==> src/rtl/core/midi_rpn_nrpn_detector_core_defines.svh <==
// Assertion macros used by the RPN/NRPN detector top level.
`ifndef MIDI_RPN_NRPN_DETECTOR_CORE_DEFINES_SVH
`define MIDI_RPN_NRPN_DETECTOR_CORE_DEFINES_SVH

// Same-cycle implication, checked on every rising clock edge outside reset.
`define MRND_ASSERT_NOW(label, ante, cons, msg) \
   label: assert property (@(posedge clock) disable iff (reset) (ante) |-> (cons)) \
      else $error(msg);

// Next-cycle implication, checked on every rising clock edge outside reset.
`define MRND_ASSERT_NEXT(label, ante, cons, msg) \
   label: assert property (@(posedge clock) disable iff (reset) (ante) |=> (cons)) \
      else $error(msg);

`endif

==> src/rtl/core/mrnd_pkg.sv <==
// Types, controller codes and constants of the RPN/NRPN detector.
package mrnd_pkg;

   localparam int NUM_CHANNELS = 16;
   localparam int CHAN_IDX_W   = $clog2(NUM_CHANNELS);

   localparam logic [6:0] CC_NRPN_LSB = 7'h62;
   localparam logic [6:0] CC_NRPN_MSB = 7'h63;
   localparam logic [6:0] CC_RPN_LSB  = 7'h64;
   localparam logic [6:0] CC_RPN_MSB  = 7'h65;
   localparam logic [6:0] CC_DATA_MSB = 7'h06;
   localparam logic [6:0] CC_DATA_LSB = 7'h26;

   // A stored byte: seven data bits and a mark that says it holds a value.
   typedef struct packed {
      logic       set;
      logic [6:0] value;
   } byte_type;

   typedef struct packed {
      byte_type param_msb;
      byte_type param_lsb;
      byte_type data_msb;
      byte_type data_lsb;
      logic     nrpn;
   } entry_type;

   localparam byte_type  BYTE_UNSET  = '{set: 1'b0, value: 7'h7f};
   localparam entry_type RESET_ENTRY = '{
      param_msb: BYTE_UNSET, param_lsb: BYTE_UNSET,
      data_msb: BYTE_UNSET, data_lsb: BYTE_UNSET, nrpn: 1'b0};

   typedef struct packed {
      logic        emit;
      logic [13:0] parameter_number;
      logic        is_nrpn;
      logic [13:0] param_value;
      logic        both_bytes;
   } result_type;

endpackage

==> src/rtl/core/mrnd_update.sv <==
// Per-channel entry update and message completion for one control change.
module mrnd_update (
   input  mrnd_pkg::entry_type  cur,
   input  logic [6:0]           controller_number,
   input  logic [6:0]           controller_value,
   output mrnd_pkg::entry_type  nxt,
   output logic                 wr,
   output mrnd_pkg::result_type res
);
   import mrnd_pkg::*;

   byte_type new_byte;
   logic     data_cc;
   logic     params_set;

   assign new_byte   = '{set: 1'b1, value: controller_value};
   assign params_set = nxt.param_msb.set & nxt.param_lsb.set;

   always_comb begin
      nxt     = cur;
      wr      = 1'b1;
      data_cc = 1'b0;
      unique case (controller_number)
         CC_NRPN_LSB, CC_RPN_LSB: begin
            nxt.param_lsb = new_byte;
            nxt.data_msb  = BYTE_UNSET;
            nxt.data_lsb  = BYTE_UNSET;
            nxt.nrpn      = (controller_number == CC_NRPN_LSB);
         end
         CC_NRPN_MSB, CC_RPN_MSB: begin
            nxt.param_msb = new_byte;
            nxt.data_msb  = BYTE_UNSET;
            nxt.data_lsb  = BYTE_UNSET;
            nxt.nrpn      = (controller_number == CC_NRPN_MSB);
         end
         CC_DATA_MSB: begin
            nxt.data_msb = new_byte;
            nxt.data_lsb = BYTE_UNSET;
            data_cc      = 1'b1;
         end
         CC_DATA_LSB: begin
            nxt.data_lsb = new_byte;
            data_cc      = 1'b1;
         end
         default: begin
            wr = 1'b0;
         end
      endcase
   end

   always_comb begin
      res.emit             = data_cc & params_set & nxt.data_msb.set;
      res.parameter_number = {nxt.param_msb.value, nxt.param_lsb.value};
      res.is_nrpn          = nxt.nrpn;
      res.both_bytes       = nxt.data_lsb.set;
      res.param_value      = {nxt.data_msb.value,
                              nxt.data_lsb.set ? nxt.data_lsb.value : 7'd0};
   end

endmodule

==> src/rtl/core/midi_rpn_nrpn_detector_core.sv <==
// Top level of the MIDI RPN/NRPN detector: channel state memory and stream ports.
//
// Usage
//   req_*  : one MIDI control change per request (channel 1-16, controller, value).
//   rsp_*  : one completed RPN/NRPN message, sent after a data entry controller
//            (0x06 or 0x26) when both parameter bytes and the data MSB are known.
//   Requests on channel 0 or above 16 and other controllers change nothing and
//   produce no response.
// Timing
//   A request accepted at an edge reads its channel entry from the state memory
//   at that edge; the entry is modified and written back when the modify stage
//   advances, where the response (if any) is loaded into the output register
//   that drives rsp_tvalid. One request per cycle is sustained while the output
//   is not stalled, also when back-to-back requests hit one channel: the last
//   write is forwarded to the read-modify-write stage.
// Reset and stall
//   Reset clears per-channel live bits; an entry not yet written reads as all
//   bytes unset with the NRPN flag low. No clearing pass is needed.
//   While a response waits and rsp_tready is low, req_tready drops and the
//   pipeline holds; otherwise a new request is taken as the response leaves.
module midi_rpn_nrpn_detector_core (
   input  logic        clock,
   input  logic        reset,
   input  logic        req_tvalid,
   output logic        req_tready,
   // [4:0] midi_channel, [11:5] controller_number, [18:12] controller_value
   input  logic [23:0] req_tdata,
   output logic        rsp_tvalid,
   input  logic        rsp_tready,
   // [4:0] out_channel, [18:5] parameter_number, [32:19] param_value, [33] both_bytes
   output logic [39:0] rsp_tdata,
   // [0] is_nrpn
   output logic        rsp_tuser
);
   import mrnd_pkg::*;

   `include "midi_rpn_nrpn_detector_core_defines.svh"

   logic [4:0]            req_channel;
   logic [6:0]            req_number;
   logic [6:0]            req_value;
   logic                  req_in_range;
   logic [CHAN_IDX_W-1:0] req_idx;
   logic                  advance;
   logic                  accept;

   // memory and live bits
   entry_type             mem [NUM_CHANNELS];
   logic [NUM_CHANNELS-1:0] live_ff;
   entry_type             rd_entry_ff;
   logic                  rd_live_ff;

   // read-modify-write stage
   logic                  s1_valid_ff;
   logic [CHAN_IDX_W-1:0] s1_idx_ff;
   logic [4:0]            s1_channel_ff;
   logic [6:0]            s1_number_ff;
   logic [6:0]            s1_value_ff;

   // last write, forwarded to the next read of the same channel
   logic                  fwd_valid_ff;
   logic [CHAN_IDX_W-1:0] fwd_idx_ff;
   entry_type             fwd_entry_ff;
   logic                  fwd_hit;

   entry_type             cur_entry;
   entry_type             nxt_entry;
   logic                  upd_wr;
   logic                  wr_en;
   result_type            upd_res;

   // output register
   logic                  rsp_valid_ff;
   logic                  rsp_valid_in;
   logic [4:0]            rsp_channel_ff;
   result_type            rsp_res_ff;

   assign req_channel  = req_tdata[4:0];
   assign req_number   = req_tdata[11:5];
   assign req_value    = req_tdata[18:12];
   assign req_in_range = (req_channel != 5'd0) &&
                         ({27'd0, req_channel} <= NUM_CHANNELS);
   assign req_idx      = CHAN_IDX_W'(req_channel - 5'd1);

   // Pipeline moves whenever the output register is free or being drained.
   assign advance    = !rsp_valid_ff || rsp_tready;
   assign req_tready = advance;
   assign accept     = req_tvalid && advance;

   always_ff @(posedge clock) begin
      if (advance) begin
         rd_entry_ff <= mem[req_idx];
         rd_live_ff  <= live_ff[req_idx];
      end
   end

   always_ff @(posedge clock) begin
      if (reset) begin
         s1_valid_ff <= 1'b0;
      end else if (advance) begin
         s1_valid_ff <= accept && req_in_range;
      end
   end

   always_ff @(posedge clock) begin
      if (advance) begin
         s1_idx_ff     <= req_idx;
         s1_channel_ff <= req_channel;
         s1_number_ff  <= req_number;
         s1_value_ff   <= req_value;
      end
   end

   assign fwd_hit = fwd_valid_ff && (fwd_idx_ff == s1_idx_ff);

   always_comb begin
      priority if (fwd_hit) begin
         cur_entry = fwd_entry_ff;
      end else if (rd_live_ff) begin
         cur_entry = rd_entry_ff;
      end else begin
         cur_entry = RESET_ENTRY;
      end
   end

   mrnd_update u_update (
      .cur               (cur_entry),
      .controller_number (s1_number_ff),
      .controller_value  (s1_value_ff),
      .nxt               (nxt_entry),
      .wr                (upd_wr),
      .res               (upd_res)
   );

   assign wr_en = advance && s1_valid_ff && upd_wr;

   always_ff @(posedge clock) begin
      if (wr_en) begin
         mem[s1_idx_ff] <= nxt_entry;
      end
   end

   always_ff @(posedge clock) begin
      if (reset) begin
         live_ff      <= '0;
         fwd_valid_ff <= 1'b0;
      end else if (wr_en) begin
         live_ff[s1_idx_ff] <= 1'b1;
         fwd_valid_ff       <= 1'b1;
      end
   end

   always_ff @(posedge clock) begin
      if (wr_en) begin
         fwd_idx_ff   <= s1_idx_ff;
         fwd_entry_ff <= nxt_entry;
      end
   end

   assign rsp_valid_in = s1_valid_ff && upd_res.emit;

   always_ff @(posedge clock) begin
      if (reset) begin
         rsp_valid_ff <= 1'b0;
      end else if (advance) begin
         rsp_valid_ff <= rsp_valid_in;
      end
   end

   always_ff @(posedge clock) begin
      if (advance) begin
         rsp_channel_ff <= s1_channel_ff;
         rsp_res_ff     <= upd_res;
      end
   end

   assign rsp_tvalid = rsp_valid_ff;
   assign rsp_tuser  = rsp_res_ff.is_nrpn;
   assign rsp_tdata  = {6'd0, rsp_res_ff.both_bytes, rsp_res_ff.param_value,
                        rsp_res_ff.parameter_number, rsp_channel_ff};

   `MRND_ASSERT_NOW(a_ready_only_on_stall, !req_tready, rsp_tvalid && !rsp_tready,
      "request side stalled without a blocked response")
   `MRND_ASSERT_NOW(a_write_needs_item, wr_en, s1_valid_ff && advance,
      "state write without an item in the modify stage")
   `MRND_ASSERT_NEXT(a_bad_channel_dropped, accept && !req_in_range, !s1_valid_ff,
      "out-of-range channel entered the modify stage")
   `MRND_ASSERT_NOW(a_rsp_channel_valid, rsp_tvalid,
      (rsp_tdata[4:0] != 5'd0) && rsp_tdata[12 + 20] == rsp_res_ff.param_value[13],
      "response channel zero or payload mispacked")
   `MRND_ASSERT_NEXT(a_write_sets_live, wr_en, live_ff[$past(s1_idx_ff)] && fwd_valid_ff,
      "written channel not marked live")

endmodule
==> config.mk <==
export PLATFORM = sky130hd
export DESIGN_NAME = midi_rpn_nrpn_detector_core
export DESIGN_NICKNAME = d
export VERILOG_FILES = /design/src/rtl/core/mrnd_pkg.sv /design/src/rtl/core/mrnd_update.sv /design/src/rtl/core/midi_rpn_nrpn_detector_core.sv
export VERILOG_INCLUDE_DIRS = /design/src /design/src/rtl/core
export SDC_FILE = /design/constraint.sdc
export NUM_CORES = 1
export LEC_CHECK = 0
export BUFFER_PORTS_ARGS = -buffer_cell sky130_fd_sc_hd__buf_4
export CAP_MARGIN = 0
export CORE_AREA = 2 2 328 233
export CTS_CLUSTER_DIAMETER = 40
export DETAILED_ROUTE_END_ITERATION = 8
export DIE_AREA = 0 0 330 235
export GPL_TIMING_DRIVEN = 0
export MAX_ROUTING_LAYER = met4
export SLEW_MARGIN = 10
export SYNTH_ARGS = -nofsm -noshare
export SYNTH_HDL_FRONTEND = slang
export SYNTH_SLANG_ARGS = --single-unit
==> constraint.sdc <==
create_clock -name clock -period 6.5 [get_ports clock]
set_input_delay 0.325 -clock clock [delete_from_list [all_inputs] [get_ports clock]]
set_output_delay 0.325 -clock clock [all_outputs]
set_load 0.05 [all_outputs]
Yosys cells after proc, flatten, opt, wreduce, memory -nomap -nowiden
Memory sizes are Yosys's and may differ from the RTL's. A register that Yosys moved wholly into a read port is not among the register bits.
Index checks and enable logic that the tools add are counted.
{"block": "classes", "n_eq_ne": 7, "multipliers": 0, "mux": 15, "n_shift": 0, "add_sub_neg": 1, "div": 0, "n_bitwise": 4, "order_cmp": 4, "reduce_logical": 17}
{"cell": "$mux 33", "count": 2}
{"cell": "$pmux 8 s2", "count": 2}
{"cell": "$eq 7x7->1 const B", "count": 4}
{"cell": "$mux 8", "count": 2}
{"cell": "$or 16x16->16", "count": 1}
{"cell": "$lt 4x5->1 const B", "count": 2}
{"cell": "$logic_and 1x1->1", "count": 8}
{"cell": "$eq 7x3->1 const B", "count": 1}
{"cell": "$eq 7x6->1 const B", "count": 1}
{"cell": "$mux 1", "count": 6}
{"cell": "$reduce_or 2->1", "count": 3}
{"cell": "$reduce_or 6->1", "count": 1}
{"cell": "$le 5x5->1 const B", "count": 1}
{"cell": "$reduce_bool 5->1", "count": 1}
{"cell": "$reduce_or 5->1", "count": 1}
{"cell": "$bmux 1 s4", "count": 1}
{"cell": "$demux 1 s4", "count": 1}
{"cell": "$eq 4x4->1", "count": 1}
{"cell": "$ge 4x1->1 const B", "count": 1}
{"cell": "$reduce_or 4->1", "count": 1}
{"cell": "$sub 4x1->4 const B", "count": 1}
{"cell": "$and 1x1->1", "count": 3}
{"cell": "$pmux 1 s2", "count": 1}
{"cell": "$logic_not 1->1", "count": 1}
{"cell": "$logic_or 1x1->1", "count": 1}
{"block": "totals", "regBits": 115, "romBits": 0, "wordCells": 74, "latchBits": 0, "memories": 1, "mem_bits_rw": 528, "in_bits": 28}
{"name": "mem", "words": 16, "width": 33, "rd": 1, "rd_ports_with_merged_regs": 1, "wr": 1, "line_no": "midi_rpn_nrpn_detector_core.sv:48", "text": "entry_type mem [NUM_CHANNELS];"}

Logic depth before layout (Yosys ltp)
Gate-level depths: netlist of run 1.
{"block": "depth", "depth_word": 8, "mapped_depth": 8, "mapped_depth_nobuf": 6}

Modules after synthesis
A second synthesis of run 1 with hierarchy kept.
{"block": "unflattened", "cells_unflattened": 1382, "hier_area_um2": 26566.7}
{"module": "midi_rpn_nrpn_detector_core", "area_each_um2": 25595.8, "seq_area_each_um2": 20109.3, "instances": 1, "cells_each": 1250}
{"module": "mrnd_update", "area_each_um2": 970.9, "seq_area_each_um2": 0.0, "instances": 1, "cells_each": 132}

Worst setup path after synthesis of run 1
No wires, ideal clock.
{"block": "synth_path", "path_kind": "register -> register", "start": "register rsp_valid_ff, in the netlist rsp_tvalid", "end": "memory mem[11][0] in the netlist's numbering, enable pin", "setup_ns": 0.423, "synth_period_minus_slack_ns": 7.100, "path_slack_ns": -0.600, "path_buffers": 0, "stages_incl_launch_ff": 6, "arrival_ns": 6.677, "t_required_ns": 6.077, "cell_sequence": "dfxtp_1 > nand2b_1 > nand2_1 > a21oi_4 > nand3_2 > nor2_1"}
{"block": "synth_between", "elab_chain_len": 6}
{"element": "start, declared", "line_no": "midi_rpn_nrpn_detector_core.sv:73", "text": "logic rsp_valid_ff;"}
{"element": "start signal, assigned", "line_no": "midi_rpn_nrpn_detector_core.sv:166", "text": "rsp_valid_ff <= rsp_valid_in;"}
{"element": "$logic_not 1->1", "line_no": "midi_rpn_nrpn_detector_core.sv:86", "text": "assign advance = !rsp_valid_ff || rsp_tready;"}
{"element": "$logic_or 1x1->1", "line_no": "midi_rpn_nrpn_detector_core.sv:86"}
{"element": "net req_tready", "line_no": "midi_rpn_nrpn_detector_core.sv:25", "text": "output logic req_tready,"}
{"element": "$logic_and 1x1->1 (2 in series)", "line_no": "midi_rpn_nrpn_detector_core.sv:135", "text": "assign wr_en = advance && s1_valid_ff && upd_wr;"}
{"element": "net wr_en", "line_no": "midi_rpn_nrpn_detector_core.sv:69", "text": "logic wr_en;"}
{"element": "$mux 1", "line_no": "midi_rpn_nrpn_detector_core.sv:138", "text": "if (wr_en) begin"}
{"element": "$mux 1 (implied by the code)", "line_no": "midi_rpn_nrpn_detector_core.sv:139", "text": "mem[s1_idx_ff] <= nxt_entry;"}
{"element": "end, declared", "line_no": "midi_rpn_nrpn_detector_core.sv:48"}
The timed path passes the listed nets, and every way through them passes these cells.

Worst setup path in the final report of run 1
{"block": "layout_path", "start": "input req_tdata[0]", "end": "register, netlist name rd_entry_ff[32]"}
{"block": "layout_between", "elab_chain_len": 1}
{"element": "start, declared", "line_no": "midi_rpn_nrpn_detector_core.sv:27", "text": "input logic [23:0] req_tdata,"}
{"element": "$sub 4x1->4", "line_no": "midi_rpn_nrpn_detector_core.sv:83", "text": "assign req_idx = CHAN_IDX_W'(req_channel - 5'd1);"}
{"element": "net req_idx[0]", "line_no": "midi_rpn_nrpn_detector_core.sv:43", "text": "logic [CHAN_IDX_W-1:0] req_idx;"}
The timed path passes the listed nets, and every way through them passes these cells.
A chain may end at the register's enable or synchronous reset.

==> results_dict.tcl, run 1 <==
set metrics [dict create \
    outcome "complete, but fails checks" \
    violations "DRC" \
    synth_area_leader_cell "edfxtp_1" \
    insertedDiodeCount 0 \
    coreArea_sq_mm 0.0744 \
    cts_setup_buffers 0 \
    grt_pass1_wl_um 90200 \
    drt-initial-drc-count 1655 \
    critical_path.cell_chain "dlygate4sd3_1 -> buf_4 -> buf_2 -> buf_2 -> inv_1 -> ha_1 -> clkbuf_1 -> clkbuf_1 -> mux4_2 -> mux4_2" \
    cp.required_ns 6.85 \
    drt-wirelength-per-cell_um 26.2 \
    routed_via_density 5.31 \
    dpl.hpwl_um 40800 \
    path_delay_family "buffers and inverters" \
    ioPinCount 71 \
    setup.worst_path.class "in2reg" \
    cts_max_level 3 \
    hold_violations 0 \
    fmax_mhz 218 \
    path_clk_slew_ns 0.06 \
    root_buffer "clkbuf_16" \
    met3_usage 0.0492 \
    hold_depth 2 \
    yosysTopAreaCellShare 0.763 \
    slew_headroom 0.107 \
    cts.sinks 676 \
    io_buffer_count 59 \
    synth_seq_cells 676 \
    vdd_drop_max_mv 0.162 \
    final_cell_area_sq_mm 0.0311 \
    drt_wl_total_um 63100 \
    arrival_ns 4.93 \
    cts_resized 0 \
    slew_violations 0 \
    insertion_delay_ns 0.62 \
    ant_nets 0 \
    die_h_um 235 \
    timing.final.crit_share 0.705 \
    critical_path_depth 10 \
    syn_inst 1174 \
    end_kind "flop" \
    finalSetupViolCount 0 \
    cts_buffers 73 \
    remaining_drc_errors 4 \
    critical-path-max-stage-delay_ns 0.86 \
    syn2layout_area_growth_pct 20.1 \
    ys_warn_count 0 \
    skew_ns 0.0240 \
    track_usage 0.169 \
    cap_violations 0 \
    met2_usage 0.225 \
    timing.hold.ws_ns 0.144 \
    initial_utilization 0.347 \
    rsz0062_at_grt "false" \
    top_usage_layer "met1" \
    async_flop_share 0 \
    cts_tree "done" \
    vias 12800 \
    drive_gt1_frac 0.322 \
    grt_pass1_vias 12600 \
    syn_avg_cell_area_sq_um 22.0 \
    synth.area.top_cells "edfxtp_1, mux4_2, dfxtp_1" \
    dieArea_sq_mm 0.0776 \
    powerDensity_mw_per_mm2 291 \
    hp-class "in2reg" \
    ys_seq_area_frac 0.778 \
    grt_max_degree 47 \
    final_nets 1402 \
    synth_flop_cell "edfxtp_1" \
    drt_first_pass_iters 7 \
    core.rowCount 84 \
    grt_util_met1 0.253 \
    antenna_found_initial 0 \
    crit_path_max_fanout 10 \
    period_needed_ns 4.58 \
    synth_cell_type_count 46 \
    clock_path_buffers 3 \
    critPathBufInv 7 \
    placed_area_sq_mm 0.0285 \
    gp_congestion 0.798 \
    synthesis.area_sq_mm 0.0258 \
    grt_remaining_overflow 0 \
    critPathLaunchType "primary input" \
    worst_pin_slew_ns 1.34 \
    p_leak_uw 0.00811 \
    die_w_um 330 \
    synth_edf_count 657 \
    rr_worst_depth 7 \
    slowest_stage "clkbuf_1" \
]
-- state kept, by name (all words and copies together), names as in the netlist --
signal          cells
s1_value_ff         7
live_ff            16
mem               528
rsp_channel_ff      5
rd_entry_ff        33
s1_valid_ff         1
fwd_valid_ff        1
s1_idx_ff           4
fwd_entry_ff       33
s1_number_ff        7
fwd_idx_ff          4
rsp_tvalid          1
rsp_tdata          29
rsp_tuser           1
rd_live_ff          1
s1_channel_ff       5
-- cell type report --
class | instances | area (sq um)
repair buffers | 119 | 1480
inverters | 8 | 30.0
multi-input cells | 428 | 5570
fillers | 6480 | 43400
well taps | 989 | 1240
plain buffers | 67 | 332
clock inverters | 42 | 347
flip-flops and latches | 676 | 20100
clock buffers | 84 | 1950
-- kinds of logic (layout without fill, tap and decap cells) --
logic type | Yosys count | count (layout) | share of synthesized area
other | 1 | 6 | 0.000145
flip-flops | 676 | 676 | 0.778
adder cells (fa/ha/maj) | 1 | 1 | 0.000484
AO/OA/AOI/OAI | 100 | 100 | 0.0252
AND/OR/NAND/NOR | 131 | 131 | 0.0264
multiplexers | 182 | 182 | 0.153
XOR/XNOR | 8 | 8 | 0.00300
buffers and inverters | 75 | 320 | 0.0140
-- cell usage in the layout, fill, tap and decap left out, types with 12 or more instances in the layout --
master,instances
clkbuf_16,77
nor2_4,12
nor2_1,35
nand2_1,23
nor2b_1,18
nand2b_1,15
dlygate4sd3_1,21
buf_2,25
buf_16,18
a21oi_1,55
clkbuf_1,39
edfxtp_1,657
dfxtp_1,19
buf_4,71
mux2i_1,12
mux4_2,170
-- what timing repair did --
action / CTS / global route
setup endpoints to repair: 0 / 0
endpoints found under the hold margin: 20 / 0
hold buffers: 21 / 0
-- layer usage --
metal | vias up | wire, um
li1 | 5282 | -
met1 | 6809 | 28500
met2 | 630 | 26500
met3 | 96 | 6750
met4 | 0 | 1300
met5 | - | 0
-- metrics by stage --
| step | utilization | worst slack (ns) | instances | TNS, ns | total power [uW] |
|---|---|---|---|---|---|
| CTS | 0.416 | 1.94 | 2409 | 0 | 9130 |
| detailed placement | 0.383 | 1.87 | 2262 | 0 | 5150 |
| finish | 0.417 | 1.92 | 2413 | 0 | 9050 |
| global placement | 0.370 | -2.80 | 2227 | -1370.93 | 5140 |
| global route | 0.417 | 1.77 | 2413 | 0 | 9320 |
| floorplan | - | 0.948 | 1179 | 0 | 5020 |
-- Yosys cell counts (all sizes together) (2+ instances only) --
library cell and instances:
edfxtp 657, mux4 170, a21oi 64, nor2 49, buf 35, clkbuf 32
nand2 23, dfxtp 19, nor2b 18, nand2b 16, o21ai 14, mux2i 12
o211ai 10, inv 8, nand3 7, nor3 6, xor2 5, a41oi 4
a2111oi 3, and2 3, xnor2 3, o31ai 2, or4 2
-- worst paths after layout --
kind,from,to,slack (ns)
setup reg to reg,s1_number_ff[3]$_DFFE_PN_,mem[8][22]$_DFFE_PP_,2.79
setup / recovery,req_tdata[0],rd_entry_ff[32]$_DFFE_PN_,1.92
hold reg to reg,s1_channel_ff[0]$_DFFE_PN_,rsp_channel_ff[0]$_DFFE_PN_,0.42
hold / removal,rsp_tready,s1_number_ff[5]$_DFFE_PN_,0.14
-- report_power, final --
group | internal [uW] | leakage, uW | total [uW] | switching (uW)
Clock | 2260 | 0.00110 | 3980 | 1720
Sequential | 4730 | 0.00477 | 4760 | 20.8
Combinational | 108 | 0.00223 | 310 | 202
Total | 7100 | 0.00811 | 9050 | 1950
Note: power is estimated with default switching activity, not from simulation.
==> inputs of run 2 (changes only) <==
==> constraint.sdc (replaced) <==
create_clock -name clock -period 4.1 [get_ports clock]
set_input_delay 0.205 -clock clock [delete_from_list [all_inputs] [get_ports clock]]
set_output_delay 0.205 -clock clock [all_outputs]
set_load 0.05 [all_outputs]
==> run 2 against run 1 <==
Against the previous run: the flow still finishes with violations (DRC); hold slack better by 0.0032 ns; global-route usage up 0.42 points; total power up 58%; critical path depth down 1; design area down 0.17%; non-clock buffer count down 1; sequential power up 58%; critical endpoint is now rd_entry_ff[21]$_DFFE_PN_.
==> results_dict.tcl, run 2 (synthesis gave the netlist of run 1 again) <==
set metrics [dict create \
    ant_nets 0 \
    critical_path.cell_chain "buf_4 -> buf_2 -> buf_2 -> inv_1 -> ha_1 -> clkbuf_1 -> clkbuf_1 -> mux4_2 -> mux4_2" \
    antenna_found_initial 2 \
    grt_remaining_overflow 0 \
    endpoint "rd_entry_ff[21]$_DFFE_PN_" \
    die_w_um 330 \
    fmax_mhz 259 \
    cts_max_level 3 \
    gp_congestion 0.777 \
    cts_setup_buffers 0 \
    remaining_drc_errors 5 \
    slew_headroom 0.181 \
    ctsHoldBuffers 21 \
    p_leak_uw 0.00809 \
    finalSetupViolCount 0 \
    top_regs "mem: 528 flops, fwd_entry_ff: 33 flops, rd_entry_ff: 33 flops" \
    end_kind "flop" \
    arrival_ns 4.20 \
    final_util 0.417 \
    root_buffer "clkbuf_16" \
    critPathLaunchType "primary input" \
    slew_violations 0 \
    rr_worst_depth 8 \
    r2r_start "s1_number_ff[3]$_DFFE_PN_" \
    timing.final.crit_share 0.942 \
    largest_reg_flops 528 \
    grt_util_met1 0.256 \
    vias 12800 \
    coreArea_sq_mm 0.0744 \
    routed_via_density 5.32 \
    final_nets 1396 \
    regMostFlops "mem" \
    met2_usage 0.233 \
    initial_utilization 0.347 \
    r2r_slack_ns 0.44 \
    final_cell_mix "edfxtp_1, mux4_2, buf_4, clkbuf_16, a21oi_1" \
    period_needed_ns 3.86 \
    drt-wirelength-per-cell_um 26.7 \
    powerDensity_mw_per_mm2 460 \
    critical-path-max-stage-delay_ns 0.92 \
    drive_gt1_frac 0.317 \
    path_clk_slew_ns 0.06 \
    top_usage_layer "met1" \
    hold_depth 3 \
    rsz0062_at_grt "false" \
    slowest_stage "clkbuf_1" \
    clock_path_buffers 3 \
    die_h_um 235 \
    met3_usage 0.0496 \
    cts_buffers 68 \
    cts_tree "done" \
    ioPinCount 71 \
    cts_resized 0 \
    setup.worst_path.class "in2reg" \
    insertedDiodeCount 0 \
    vdd_drop_max_mv 0.268 \
    crit_path_max_fanout 10 \
    hold_violations 0 \
    core.rowCount 84 \
    worst_r2r_endpoint "mem[8][20]$_DFFE_PP_" \
    dpl.hpwl_um 41200 \
    outcome "complete, but fails checks" \
    fin_tns_setup_ns 0 \
    cp.required_ns 4.44 \
    drt-initial-drc-count 1611 \
    dieArea_sq_mm 0.0776 \
    grt_max_degree 42 \
    violations "DRC" \
    insertion_delay_ns 0.63 \
    cts.sinks 676 \
    track_usage 0.173 \
    drt_wl_total_um 64300 \
    cp-startpoint "req_tdata[0]" \
    drt_first_pass_iters 7 \
    worst_pin_slew_ns 1.22 \
    hp-class "in2reg" \
    skew_ns 0.0240 \
    final_common_cell "edfxtp_1" \
    grt_pass1_wl_um 92500 \
    grt_pass1_vias 12800 \
    cap_violations 0 \
    io_buffer_count 59 \
    syn2layout_area_growth_pct 19.9 \
]
[run 2: layout make-up]
cell class,count,area (sq um)
inverter,8,30.0
clock inverter,43,474
clock buffer,80,1750
sequential,676,20100
buffer,67,332
fill,6444,43400
timing repair buffer,118,1500
tap,989,1240
multi-input combinational,428,5580
[run 2: metal layers]
metal	up-vias	wire length, um
met4	0	1430
met5	-	0
met1	6846	29300
met2	595	27500
li1	5285	-
met3	90	6090
[run 2: worst max-delay path, delay by kind of cell]
kind | cells | cell delay, ns
adders and majority gates | 1 | 0.33
buffers and inverters | 6 | 2.71
muxes | 2 | 0.92
[run 2: where the power goes]
group	total, uW	switching [uW]	internal [uW]
clock	6230	2730	3500
sequential	7540	32.9	7500
combinational	497	325	172
[run 2: stage by stage]
stage          area, sq um  cells  setup WS (ns)  hold WS, ns  power, uW
2_1_floorplan        25900   1179         0.0340        0.304       7960
3_3_place_gp         27600   2227          -2.30        0.384       8160
4_1_cts              31000   2409          0.263        0.105      14400
5_1_grt              31000   2409         0.0495        0.147      14700
3_5_place_dp         28500   2265         -0.409        0.384       8170
6_report             31000   2409          0.239        0.147      14300
[run 2: worst min-delay path by stage]
stage / from / end / slack, ns
6_report: reset / rsp_tvalid$_SDFFE_PP0N_ / 0.15
5_1_grt: reset / rsp_tvalid$_SDFFE_PP0N_ / 0.15
4_1_cts: reset / rsp_tvalid$_SDFFE_PP0N_ / 0.11
3_5_place_dp: req_tdata[9] / s1_number_ff[4]$_DFFE_PN_ / 0.38
3_3_place_gp: req_tdata[9] / s1_number_ff[4]$_DFFE_PN_ / 0.38
2_1_floorplan: req_tdata[0] / s1_channel_ff[0]$_DFFE_PN_ / 0.30
